===== src/design/unrs_pkg.sv =====
// Shared widths, defaults and codes for the undo number reservation set.
package unrs_pkg;

  localparam int unsigned SLOTS_DEF = 32;
  localparam int unsigned UNDO_W    = 64;
  localparam int unsigned COUNT_W   = 6;
  localparam int unsigned REQ_W     = 2;
  localparam int unsigned STATUS_W  = 2;

  localparam logic [REQ_W-1:0] REQ_RESERVE = 2'd0;
  localparam logic [REQ_W-1:0] REQ_RELEASE = 2'd1;
  localparam logic [REQ_W-1:0] REQ_QUERY   = 2'd2;

  localparam logic [STATUS_W-1:0] STATUS_OK      = 2'd0;
  localparam logic [STATUS_W-1:0] STATUS_DUP     = 2'd1;
  localparam logic [STATUS_W-1:0] STATUS_FULL    = 2'd2;
  localparam logic [STATUS_W-1:0] STATUS_MISSING = 2'd3;

  localparam logic [UNDO_W-1:0] LIMIT_STEP = 64'd1;

  typedef enum logic [2:0] {
    ST_IDLE = 3'b001,
    ST_SCAN = 3'b010,
    ST_FIN  = 3'b100
  } state_e;

endpackage


===== src/design/undo_number_reservation_set_unit.sv =====
// Top level of the undo number reservation set: scan sequencer, valid bits and count.
// A result strobes on done_o after the scan has checked every slot and the finishing state has passed.
// The block takes no new item while busy: the scan holds the single read port of the slot
// memory and walks it one slot per cycle.
// Reset clears the valid bits and the slot count at once; slot values are not cleared.
// Results cannot be stalled: done_o marks each result for exactly one cycle.
module undo_number_reservation_set_unit
  import unrs_pkg::*;
#(
  parameter int unsigned SLOTS = SLOTS_DEF
) (
  input  logic                clk_i,
  input  logic                rst_ni,
  input  logic                start,
  output logic                busy,
  input  logic [REQ_W-1:0]    req_type_i,
  input  logic [UNDO_W-1:0]   undo_no_i,
  output logic                done_o,
  output logic [STATUS_W-1:0] status_o,
  output logic [UNDO_W-1:0]   trunc_limit_o,
  output logic [COUNT_W-1:0]  used_count_o
);

  localparam int unsigned IDX_W = $clog2(SLOTS);
  localparam int unsigned CNT_W = $clog2(SLOTS + 1);
  localparam logic [IDX_W-1:0] LAST_IDX = IDX_W'(SLOTS - 1);

  // Control state.
  state_e            state_q, state_d;
  logic [SLOTS-1:0]  valid_q;
  logic [CNT_W-1:0]  used_q;
  logic              done_q;

  // Scan pipeline: the read address goes out in the cycle before its data is checked.
  logic [IDX_W-1:0]  issue_idx_q;
  logic              proc_vld_q;
  logic [IDX_W-1:0]  proc_idx_q;

  // The item under work.
  logic [REQ_W-1:0]  req_q;
  logic [UNDO_W-1:0] num_q;

  // Scan results gathered slot by slot.
  logic              match_q, free_q, any_q;
  logic [IDX_W-1:0]  match_idx_q, free_idx_q;
  logic [UNDO_W-1:0] max_q;

  // Result registers.
  logic [STATUS_W-1:0] status_q, status_d;
  logic [UNDO_W-1:0]   limit_q, limit_d;

  logic              accept;
  logic              ram_re, ram_we;
  logic [UNDO_W-1:0] ram_rdata;
  logic              slot_vld, slot_eq;
  logic              do_reserve, do_release;

  assign busy   = (state_q != ST_IDLE);
  assign accept = start && !busy;

  unrs_ram #(
    .WIDTH (UNDO_W),
    .DEPTH (SLOTS)
  ) u_slot_ram (
    .clk_i   (clk_i),
    .we_i    (ram_we),
    .waddr_i (free_idx_q),
    .wdata_i (num_q),
    .re_i    (ram_re),
    .raddr_i (issue_idx_q),
    .rdata_o (ram_rdata)
  );

  assign ram_re   = (state_q == ST_SCAN);
  assign slot_vld = valid_q[proc_idx_q];
  assign slot_eq  = (ram_rdata == num_q);

  // In the finishing cycle the gathered scan results decide the outcome. The memory
  // is not read then, so the write needs no forwarding.
  assign do_reserve = (state_q == ST_FIN) && (req_q == REQ_RESERVE) && !match_q && free_q;
  assign do_release = (state_q == ST_FIN) && (req_q == REQ_RELEASE) && match_q;
  assign ram_we     = do_reserve;

  always_comb begin
    state_d = state_q;
    case (state_q)
      ST_IDLE: begin
        if (accept) begin
          state_d = ST_SCAN;
        end
      end
      ST_SCAN: begin
        // Once the last address is issued, wait for its data to be checked.
        if (proc_vld_q && proc_idx_q == LAST_IDX) begin
          state_d = ST_FIN;
        end
      end
      ST_FIN: begin
        state_d = ST_IDLE;
      end
      default: begin
        state_d = ST_IDLE;
      end
    endcase
  end

  // Status and truncation limit for the item being finished.
  always_comb begin
    status_d = STATUS_OK;
    limit_d  = '0;
    case (req_q)
      REQ_RESERVE: begin
        if (match_q) begin
          status_d = STATUS_DUP;
        end else if (!free_q) begin
          status_d = STATUS_FULL;
        end
      end
      REQ_RELEASE: begin
        if (!match_q) begin
          status_d = STATUS_MISSING;
        end
      end
      REQ_QUERY: begin
        if (any_q && max_q >= num_q) begin
          // The incremented limit saturates at all ones.
          limit_d = (&max_q) ? max_q : max_q + LIMIT_STEP;
        end else begin
          limit_d = num_q;
        end
      end
      default: begin
        status_d = STATUS_OK;
      end
    endcase
  end

  always_ff @(posedge clk_i or negedge rst_ni) begin
    if (!rst_ni) begin
      state_q     <= ST_IDLE;
      valid_q     <= '0;
      used_q      <= '0;
      done_q      <= 1'b0;
      issue_idx_q <= '0;
      proc_vld_q  <= 1'b0;
    end else begin
      state_q <= state_d;
      done_q  <= (state_q == ST_FIN);

      if (accept) begin
        issue_idx_q <= '0;
      end else if (ram_re && issue_idx_q != LAST_IDX) begin
        issue_idx_q <= issue_idx_q + IDX_W'(1);
      end

      // The last address is read again but checked only once; after that the scan only drains.
      proc_vld_q <= ram_re && !(proc_vld_q && proc_idx_q == LAST_IDX);

      if (do_reserve) begin
        valid_q[free_idx_q] <= 1'b1;
        used_q              <= used_q + CNT_W'(1);
      end else if (do_release) begin
        valid_q[match_idx_q] <= 1'b0;
        if (used_q != '0) begin
          used_q <= used_q - CNT_W'(1);
        end
      end
    end
  end

  // Payload and scan accumulators carry no reset.
  always_ff @(posedge clk_i) begin
    proc_idx_q <= issue_idx_q;
    if (accept) begin
      req_q   <= req_type_i;
      num_q   <= undo_no_i;
      match_q <= 1'b0;
      free_q  <= 1'b0;
      any_q   <= 1'b0;
      max_q   <= '0;
    end else if (proc_vld_q) begin
      if (slot_vld) begin
        any_q <= 1'b1;
        if (!any_q || ram_rdata > max_q) begin
          max_q <= ram_rdata;
        end
        if (slot_eq && !match_q) begin
          match_q     <= 1'b1;
          match_idx_q <= proc_idx_q;
        end
      end else if (!free_q) begin
        free_q     <= 1'b1;
        free_idx_q <= proc_idx_q;
      end
    end
    if (state_q == ST_FIN) begin
      status_q <= status_d;
      limit_q  <= limit_d;
    end
  end

  assign done_o        = done_q;
  assign status_o      = status_q;
  assign trunc_limit_o = limit_q;
  assign used_count_o  = COUNT_W'(used_q);

  // The slot count always agrees with the valid bits.
  a_count_matches: assert property (@(posedge clk_i) disable iff (!rst_ni)
    used_q == CNT_W'($countones(valid_q)))
    else $error("slot count disagrees with valid bits");

  // A result strobe follows only the finishing cycle.
  a_done_after_fin: assert property (@(posedge clk_i) disable iff (!rst_ni)
    done_o |-> $past(state_q == ST_FIN))
    else $error("result strobe without a finished item");

  // An accepted item keeps the block busy in the next cycle.
  a_accept_busy: assert property (@(posedge clk_i) disable iff (!rst_ni)
    accept |=> busy)
    else $error("block not busy after accepting an item");

  // The memory is never written while the scan reads it.
  a_no_write_in_scan: assert property (@(posedge clk_i) disable iff (!rst_ni)
    !(ram_we && ram_re))
    else $error("slot memory written during a scan");

endmodule


===== src/design/unrs_ram.sv =====
// Generic single-write, single-read RAM with a registered read port.
module unrs_ram #(
  parameter int unsigned WIDTH = 64,
  parameter int unsigned DEPTH = 32
) (
  input  logic                     clk_i,
  input  logic                     we_i,
  input  logic [$clog2(DEPTH)-1:0] waddr_i,
  input  logic [WIDTH-1:0]         wdata_i,
  input  logic                     re_i,
  input  logic [$clog2(DEPTH)-1:0] raddr_i,
  output logic [WIDTH-1:0]         rdata_o
);

  logic [WIDTH-1:0] mem_q [DEPTH];
  logic [WIDTH-1:0] rdata_q;

  always_ff @(posedge clk_i) begin
    if (we_i) begin
      mem_q[waddr_i] <= wdata_i;
    end
    if (re_i) begin
      rdata_q <= mem_q[raddr_i];
    end
  end

  assign rdata_o = rdata_q;

endmodule

===== config.mk =====
export PLATFORM = sky130hd
export DESIGN_NAME = undo_number_reservation_set_unit
export DESIGN_NICKNAME = d
export VERILOG_FILES = /design/src/design/unrs_pkg.sv /design/src/design/undo_number_reservation_set_unit.sv /design/src/design/unrs_ram.sv
export SDC_FILE = /design/constraint.sdc
export NUM_CORES = 2
export LEC_CHECK = 0
export BUFFER_PORTS_ARGS = -buffer_cell sky130_fd_sc_hd__buf_4
export CORE_ASPECT_RATIO = 2
export CORE_MARGIN = 1.5
export CORE_UTILIZATION = 38
export CTS_CLUSTER_SIZE = 8
export DETAILED_ROUTE_END_ITERATION = 12
export PLACE_DENSITY_LB_ADDON = 0.08
export SYNTH_ARGS = -nofsm -noshare
export SYNTH_HDL_FRONTEND = slang
export SYNTH_HIERARCHICAL = 1
export SYNTH_SLANG_ARGS = --single-unit
export TNS_END_PERCENT = 30

===== constraint.sdc =====
create_clock -name clk_i -period 11.75 [get_ports clk_i]
set_input_delay 1.175 -clock clk_i [delete_from_list [all_inputs] [get_ports clk_i]]
set_output_delay 1.175 -clock clk_i [all_outputs]
set_load 0.02 [all_outputs]

=== Word-level counts from Yosys, hierarchy flattened ===
Memory sizes are Yosys's and may differ from the RTL's. A register that Yosys moved wholly into a read port is not among the register bits.
Index checks and enable logic that the tools add are counted.

* Add/sub/neg operators: 4
* Reduce and logical (&&, ||, !) cells: 32
* $lt $le $gt $ge: 7
* Eq/ne operators: 11
* Mux-type cells: 24
* Bitwise gates (word level): 6

{| class="wikitable"
|+ Operators with widths
! kind !! count
|-
| 64-bit 2-to-1 mux || 2
|-
| 64-bit by 1-bit adder with 64-bit output, second input constant || 1
|-
| 64-bit == test || 1
|-
| 64-bit >= comparator || 1
|-
| 64-bit > comparator || 1
|-
| 32-bit 2-to-1 mux || 2
|-
| 64-bit AND reduction || 1
|-
| 32-bit AND || 1
|-
| 32-bit inverter || 1
|-
| 32-bit bitwise OR || 1
|-
| 5-bit by 6-bit less-than comparator with 1-bit output, second input constant || 3
|-
| 6-bit 2-to-1 mux || 3
|-
| 1-bit logical AND || 13
|-
| 1-bit demux with 5-bit select || 2
|-
| 5-bit by 1-bit >= comparator with 1-bit output, second input constant || 2
|-
| 5-bit 2-to-1 mux || 2
|-
| 2-bit AND reduction || 4
|-
| 4-bit AND reduction || 2
|-
| 6-bit by 1-bit adder with 6-bit output, second input constant || 1
|-
| 2-bit 2-to-1 mux || 3
|-
| 3-bit 2-to-1 mux || 2
|-
| 3-bit one-hot mux with 2 select lines || 1
|-
| 3-bit AND reduction || 2
|-
| 2-bit nonzero test || 3
|-
| 20 further kinds || 29
|}

* Bits of input ports: 69
* Register bits: 262
* Word-level logic and storage cells: 102
* Memory bits (writable): 2048
* Output and inout bits: 74
* Memories kept: 1

{| class="wikitable"
|+ Memory list
! memory !! words !! bits a word !! read ports !! clocked after memory_dff !! write ports !! RTL line !! text
|-
| u_slot_ram.mem_q || 32 || 64 || 1 || 1 || 1 || unrs_ram.sv:15 || <nowiki>logic [WIDTH-1:0] mem_q [DEPTH];</nowiki>
|}

=== Depth between registers and ports, before layout ===
* Depth after elaboration: 8
* Depth in mapped cells: 12
* Depth with buffers taken out: 11

=== Modules after synthesis ===
Netlist, hierarchy kept.

{| class="wikitable"
|+ Modules (own cells, without submodules)
! module !! seq. area each (sq um) !! cells an instance !! instances !! area an instance (sq um)
|-
| unrs_ram || 63420.8 || 3097 || 1 || 79605.1
|-
| undo_number_reservation_set_unit || 6907.9 || 1608 || 1 || 15991.6
|}

=== Least setup slack after synthesis ===
OpenSTA, ideal clock, no wires.

* Kind: register to register
* From: reg state_q[1]
* To: mem u_slot_ram.mem_q[28][0] (enable)
* Required time: 11.263 ns
* Cell stages (with the launch flop): 7
* Setup slack: 1.577 ns
* Buffers on the path: 2
* Library setup time: 0.487 ns
* Clock period less this slack: 10.173 ns
* Data arrival time: 9.686 ns
* Path through: dfrtp_1 > nor3b_1 > and3_1 > clkbuf_1 > or3b_2 > clkbuf_1 > nor2_1

* Longest elaborated chain between the ends: 6

{| class="wikitable"
|+ RTL lines
! item !! RTL line !! text
|-
| start: declaration || undo_number_reservation_set_unit.sv:29 || <nowiki>state_e state_q, state_d;</nowiki>
|-
| start signal: assignment || undo_number_reservation_set_unit.sv:147 || <nowiki>state_q <= state_d;</nowiki>
|-
| 3-bit == test || undo_number_reservation_set_unit.sv:80 || <nowiki>assign do_reserve = (state_q == ST_FIN) && (req_q == REQ_RESERVE) && !match_q && free_q;</nowiki>
|-
| 1-bit logical AND (3 in series) || undo_number_reservation_set_unit.sv:80 ||
|-
| via do_reserve || undo_number_reservation_set_unit.sv:56 || <nowiki>logic do_reserve, do_release;</nowiki>
|-
| 1-bit 2-to-1 mux || unrs_ram.sv:19 || <nowiki>if (we_i) begin</nowiki>
|-
| 1-bit 2-to-1 mux (implied by the code) || unrs_ram.sv:20 || <nowiki>mem_q[waddr_i] <= wdata_i;</nowiki>
|-
| end: declaration || unrs_ram.sv:15 ||
|}

The timed path passes the listed nets, and every way through them passes these cells.

=== Worst setup path after layout ===
* From: reg num_q[13]
* To: reg limit_q[6] (netlist: trunc_limit_o[6]) (data pin)

* Longest elaborated chain between the ends: 3

{| class="wikitable"
|+ RTL lines
! item !! RTL line !! text
|-
| start: declaration || undo_number_reservation_set_unit.sv:41 || <nowiki>logic [UNDO_W-1:0] num_q;</nowiki>
|-
| start signal: assignment || undo_number_reservation_set_unit.sv:176 || <nowiki>num_q <= undo_no_i;</nowiki>
|-
| 64-bit >= comparator || undo_number_reservation_set_unit.sv:125 || <nowiki>if (any_q && max_q >= num_q) begin</nowiki>
|-
| 1-bit logical AND || undo_number_reservation_set_unit.sv:125 ||
|-
| 64-bit 2-to-1 mux || undo_number_reservation_set_unit.sv:125 ||
|-
| end signal: assignment || undo_number_reservation_set_unit.sv:198 || <nowiki>limit_q <= limit_d;</nowiki>
|-
| end: declaration || undo_number_reservation_set_unit.sv:50 || <nowiki>logic [UNDO_W-1:0] limit_q, limit_d;</nowiki>
|}

No other way between the ends.
A chain may end at the register's enable or synchronous reset.

==> flow_summary.json <==
{
  "final_common_cell": "edfxtp_1",
  "fin_crit_ps": 4920,
  "power_frac_seq_pct": 45.9,
  "p_per_area_mw_per_mm2": 199,
  "hold_path_class": "primary input to asynchronous set/reset pin",
  "report.final.hold_viol_count": 0,
  "track_usage_pct": 24.6,
  "syn_area_per_cell_um2": 20.3,
  "rsz0062_at_grt": "no",
  "cp.arrival_ps": 5550,
  "grt_overflow": 0,
  "num-nets-final": 5357,
  "numCtsBuffers": 339,
  "maxCapViolCount": 0,
  "seqCellArea_mm2": 0.0703,
  "p_sw_share_pct": 25.7,
  "cts_tree": "yes",
  "dr.pass1.iters": 8,
  "drt-initial-drc-count": 4572,
  "dpl.hpwl_mm": 180,
  "comb_power_share_pct": 14.0,
  "ir_drop_uv": 121,
  "routabilityCongestion": 0.928,
  "post_drt_via_cell_ratio": 5.80,
  "syn_inst": 4705,
  "required_ps": 12380,
  "reg2reg_slack_ps": 6830,
  "area_growth_pct": 15.8,
  "worst_path_largest_cell_delay_ps": 980,
  "antenna_found_initial": 11,
  "worst-setup-path-type": "register to register",
  "drc": 0,
  "synth_seq_cells": 2374,
  "grt_max_degree": 116,
  "post_cts_buffers": 0,
  "path_cells": "inv_1 -> ha_1 -> nand4_1 -> or3_1 -> or4_1 -> a31oi_1 -> nor4_2 -> or2_4 -> buf_4 -> o211a_1",
  "routed_wirelength_mm": 313,
  "grt_pass1_vias": 52124,
  "async_flop_share_pct": 2.02,
  "chipHeight_um": 712,
  "cts_buffer_depth": 4,
  "status": "completed",
  "worstSkewPairLatency_ps": 890,
  "power_uw": 22000,
  "multi_input_area_mm2": 0.0240,
  "ys_types": 78,
  "clock-skew-final_ps": 59.9,
  "ys.warnings.count": 6,
  "cts_sinks": 2374,
  "max_freq_mhz": 203,
  "drive_gt1_share_pct": 27.7,
  "cts_resized": 0,
  "vias": 49540,
  "p_leak_uw": 0.0348,
  "critical_path.max_fanout": 50,
  "start_util_pct": 38.2,
  "finalCritPeriodShare_pct": 41.9,
  "utilization_pct": 44.2,
  "die-area_mm2": 0.255,
  "clkTransAtPathRegs_ps": 50,
  "die_width_um": 358,
  "postRouteAntennaNets": 0,
  "ys_seq_area_share_pct": 73.6,
  "rows": 260,
  "r2r-end": "trunc_limit_o[6]",
  "synth_edf_count": 2254,
  "coreArea_mm2": 0.250,
  "rr_worst_depth": 10,
  "cp_slowest_cell": "edfxtp_1",
  "ctsHtreeMaxLevel": 5,
  "most-common-layout-cells": "edfxtp_1 (2254), mux4_2 (606), clkbuf_16 (343), buf_4 (312), nand2_1 (200)",
  "routedWlPerCell_um": 36.6,
  "switchingPower_uw": 5650,
  "tns_ps": 0,
  "p_int_uw": 16300,
  "worst_setup_path_end_kind": "register",
  "pin_count": 143,
  "syn_nets": 4910,
  "clock-root-buffer": "clkbuf_16",
  "ys.flop_type": "edfxtp_1",
  "port-buffer-count": 142,
  "worstMarginPinSlew_ps": 1270,
  "slew_viol_final": 0,
  "timing.rr.start": "num_q[13]",
  "power.share.clock_pct": 40.1,
  "startpoint_type": "register",
  "relSlewSlack_pct": 15.5,
  "finalSetupViolations": 0,
  "syn_area_mm2": 0.0956,
  "whs_ps": 312,
  "postCtsHoldBufs": 0,
  "grt_pass1_wl_mm": 430,
  "fillerInstances": 21583
}
[power groups by stage]
stage | Sequential [uW] | Combinational [uW] | Clock [uW]
3_5_place_dp | 10300 | 3150 | 0
6_report | 10100 | 3080 | 8820
3_3_place_gp | 10300 | 3120 | 0
5_1_grt | 10100 | 3320 | 9310
4_1_cts | 10100 | 3160 | 9030
2_1_floorplan | 10300 | 1930 | 0
[through the flow]
step / cell area [um^2] / instances / setup slack, ps
after global placement: 101000 / 8084 / 6950
after global routing: 111000 / 8538 / 6670
after floorplan: 95600 / 4705 / 1580
after CTS: 111000 / 8537 / 6770
after detailed placement: 102000 / 8086 / 6780
final: 111000 / 8540 / 6830
[kinds of logic after synthesis]
kind of cell / count (synthesis) / share of synthesized area [%]
DFF: 2374 / 73.6
adders and majority gates: 136 / 1.79
xor gates and xnor gates: 121 / 1.11
and+or+nand+nor: 568 / 3.00
muxes: 793 / 16.3
buffers and inverters: 354 / 1.63
AOI/OAI and AO/OA: 359 / 2.58
[synthesized netlist by cell type, types with 40 or more instances]
cell type  count  share of area [%]
o21ai_0      131               0.69
nor2_1       100               0.39
nand4_1       51               0.33
dfrtp_1       47                1.2
edfxtp_1    2254                 71
buf_2         73               0.38
nand3_1       40               0.21
mux4_2       606                 14
mux2i_1      110                1.2
a21oi_1       59               0.31
dfxtp_1       72                1.5
xnor2_1      107               0.98
inv_1        137               0.54
mux2_2        77               0.91
clkbuf_1      92               0.36
nand2_1      201               0.79
nor3_1        43               0.23
ha_1         135                1.8
[how the worst max path moves through the flow]
stage,startpoint,end,slack [ps],cells past startpoint
after floorplan,state_q[1],u_slot_ram/mem_q[28][0],1580,6
after global placement,num_q[13],trunc_limit_o[6],6950,10
after detailed placement,num_q[13],trunc_limit_o[7],6780,10
after CTS,num_q[13],trunc_limit_o[62],6770,10
after global routing,num_q[13],trunc_limit_o[62],6670,10
final,num_q[13],trunc_limit_o[6],6830,10
[sequential cells by signal (all words and copies together) (netlist names), 6 cells and up]
signal and count:
valid_q 32, u_slot_ram/rdata_o 64, trunc_limit_o 64, max_q 64, used_count_o 6, u_slot_ram/mem_q 2048, num_q 64
[routing by layer]
layer | GRT usage (%) | routed length [um] | vias up
met4 | 8.46 | 11300 | 0
met1 | 30.7 | 122000 | 27402
met3 | 2.73 | 12700 | 444
met2 | 44.1 | 166000 | 1511
li1 | - | - | 20183
met5 | 0 | 0 | -
[worst max-delay path: cells and delay by family (launching register included)]
| kind | cells | cell delay, ps |
|---|---|---|
| AOI/OAI and AO/OA | 2 | 780 |
| adders and majority gates | 1 | 450 |
| buffers and inverters | 2 | 880 |
| DFF | 1 | 980 |
| and+or+nand+nor | 5 | 1460 |
[area by class of cell]
cell class | instances | share of cell area, %
flip-flops and latches | 2374 | 63.5
repair buffers | 320 | 2.27
diodes | 3 | 0.00678
clock buffers | 433 | 8.06
well taps | 3275 | 3.70
multi-input cells | 1977 | 21.7
inverters | 140 | 0.481
clock inverters | 18 | 0.249
Power figures use the tool's default switching activity.
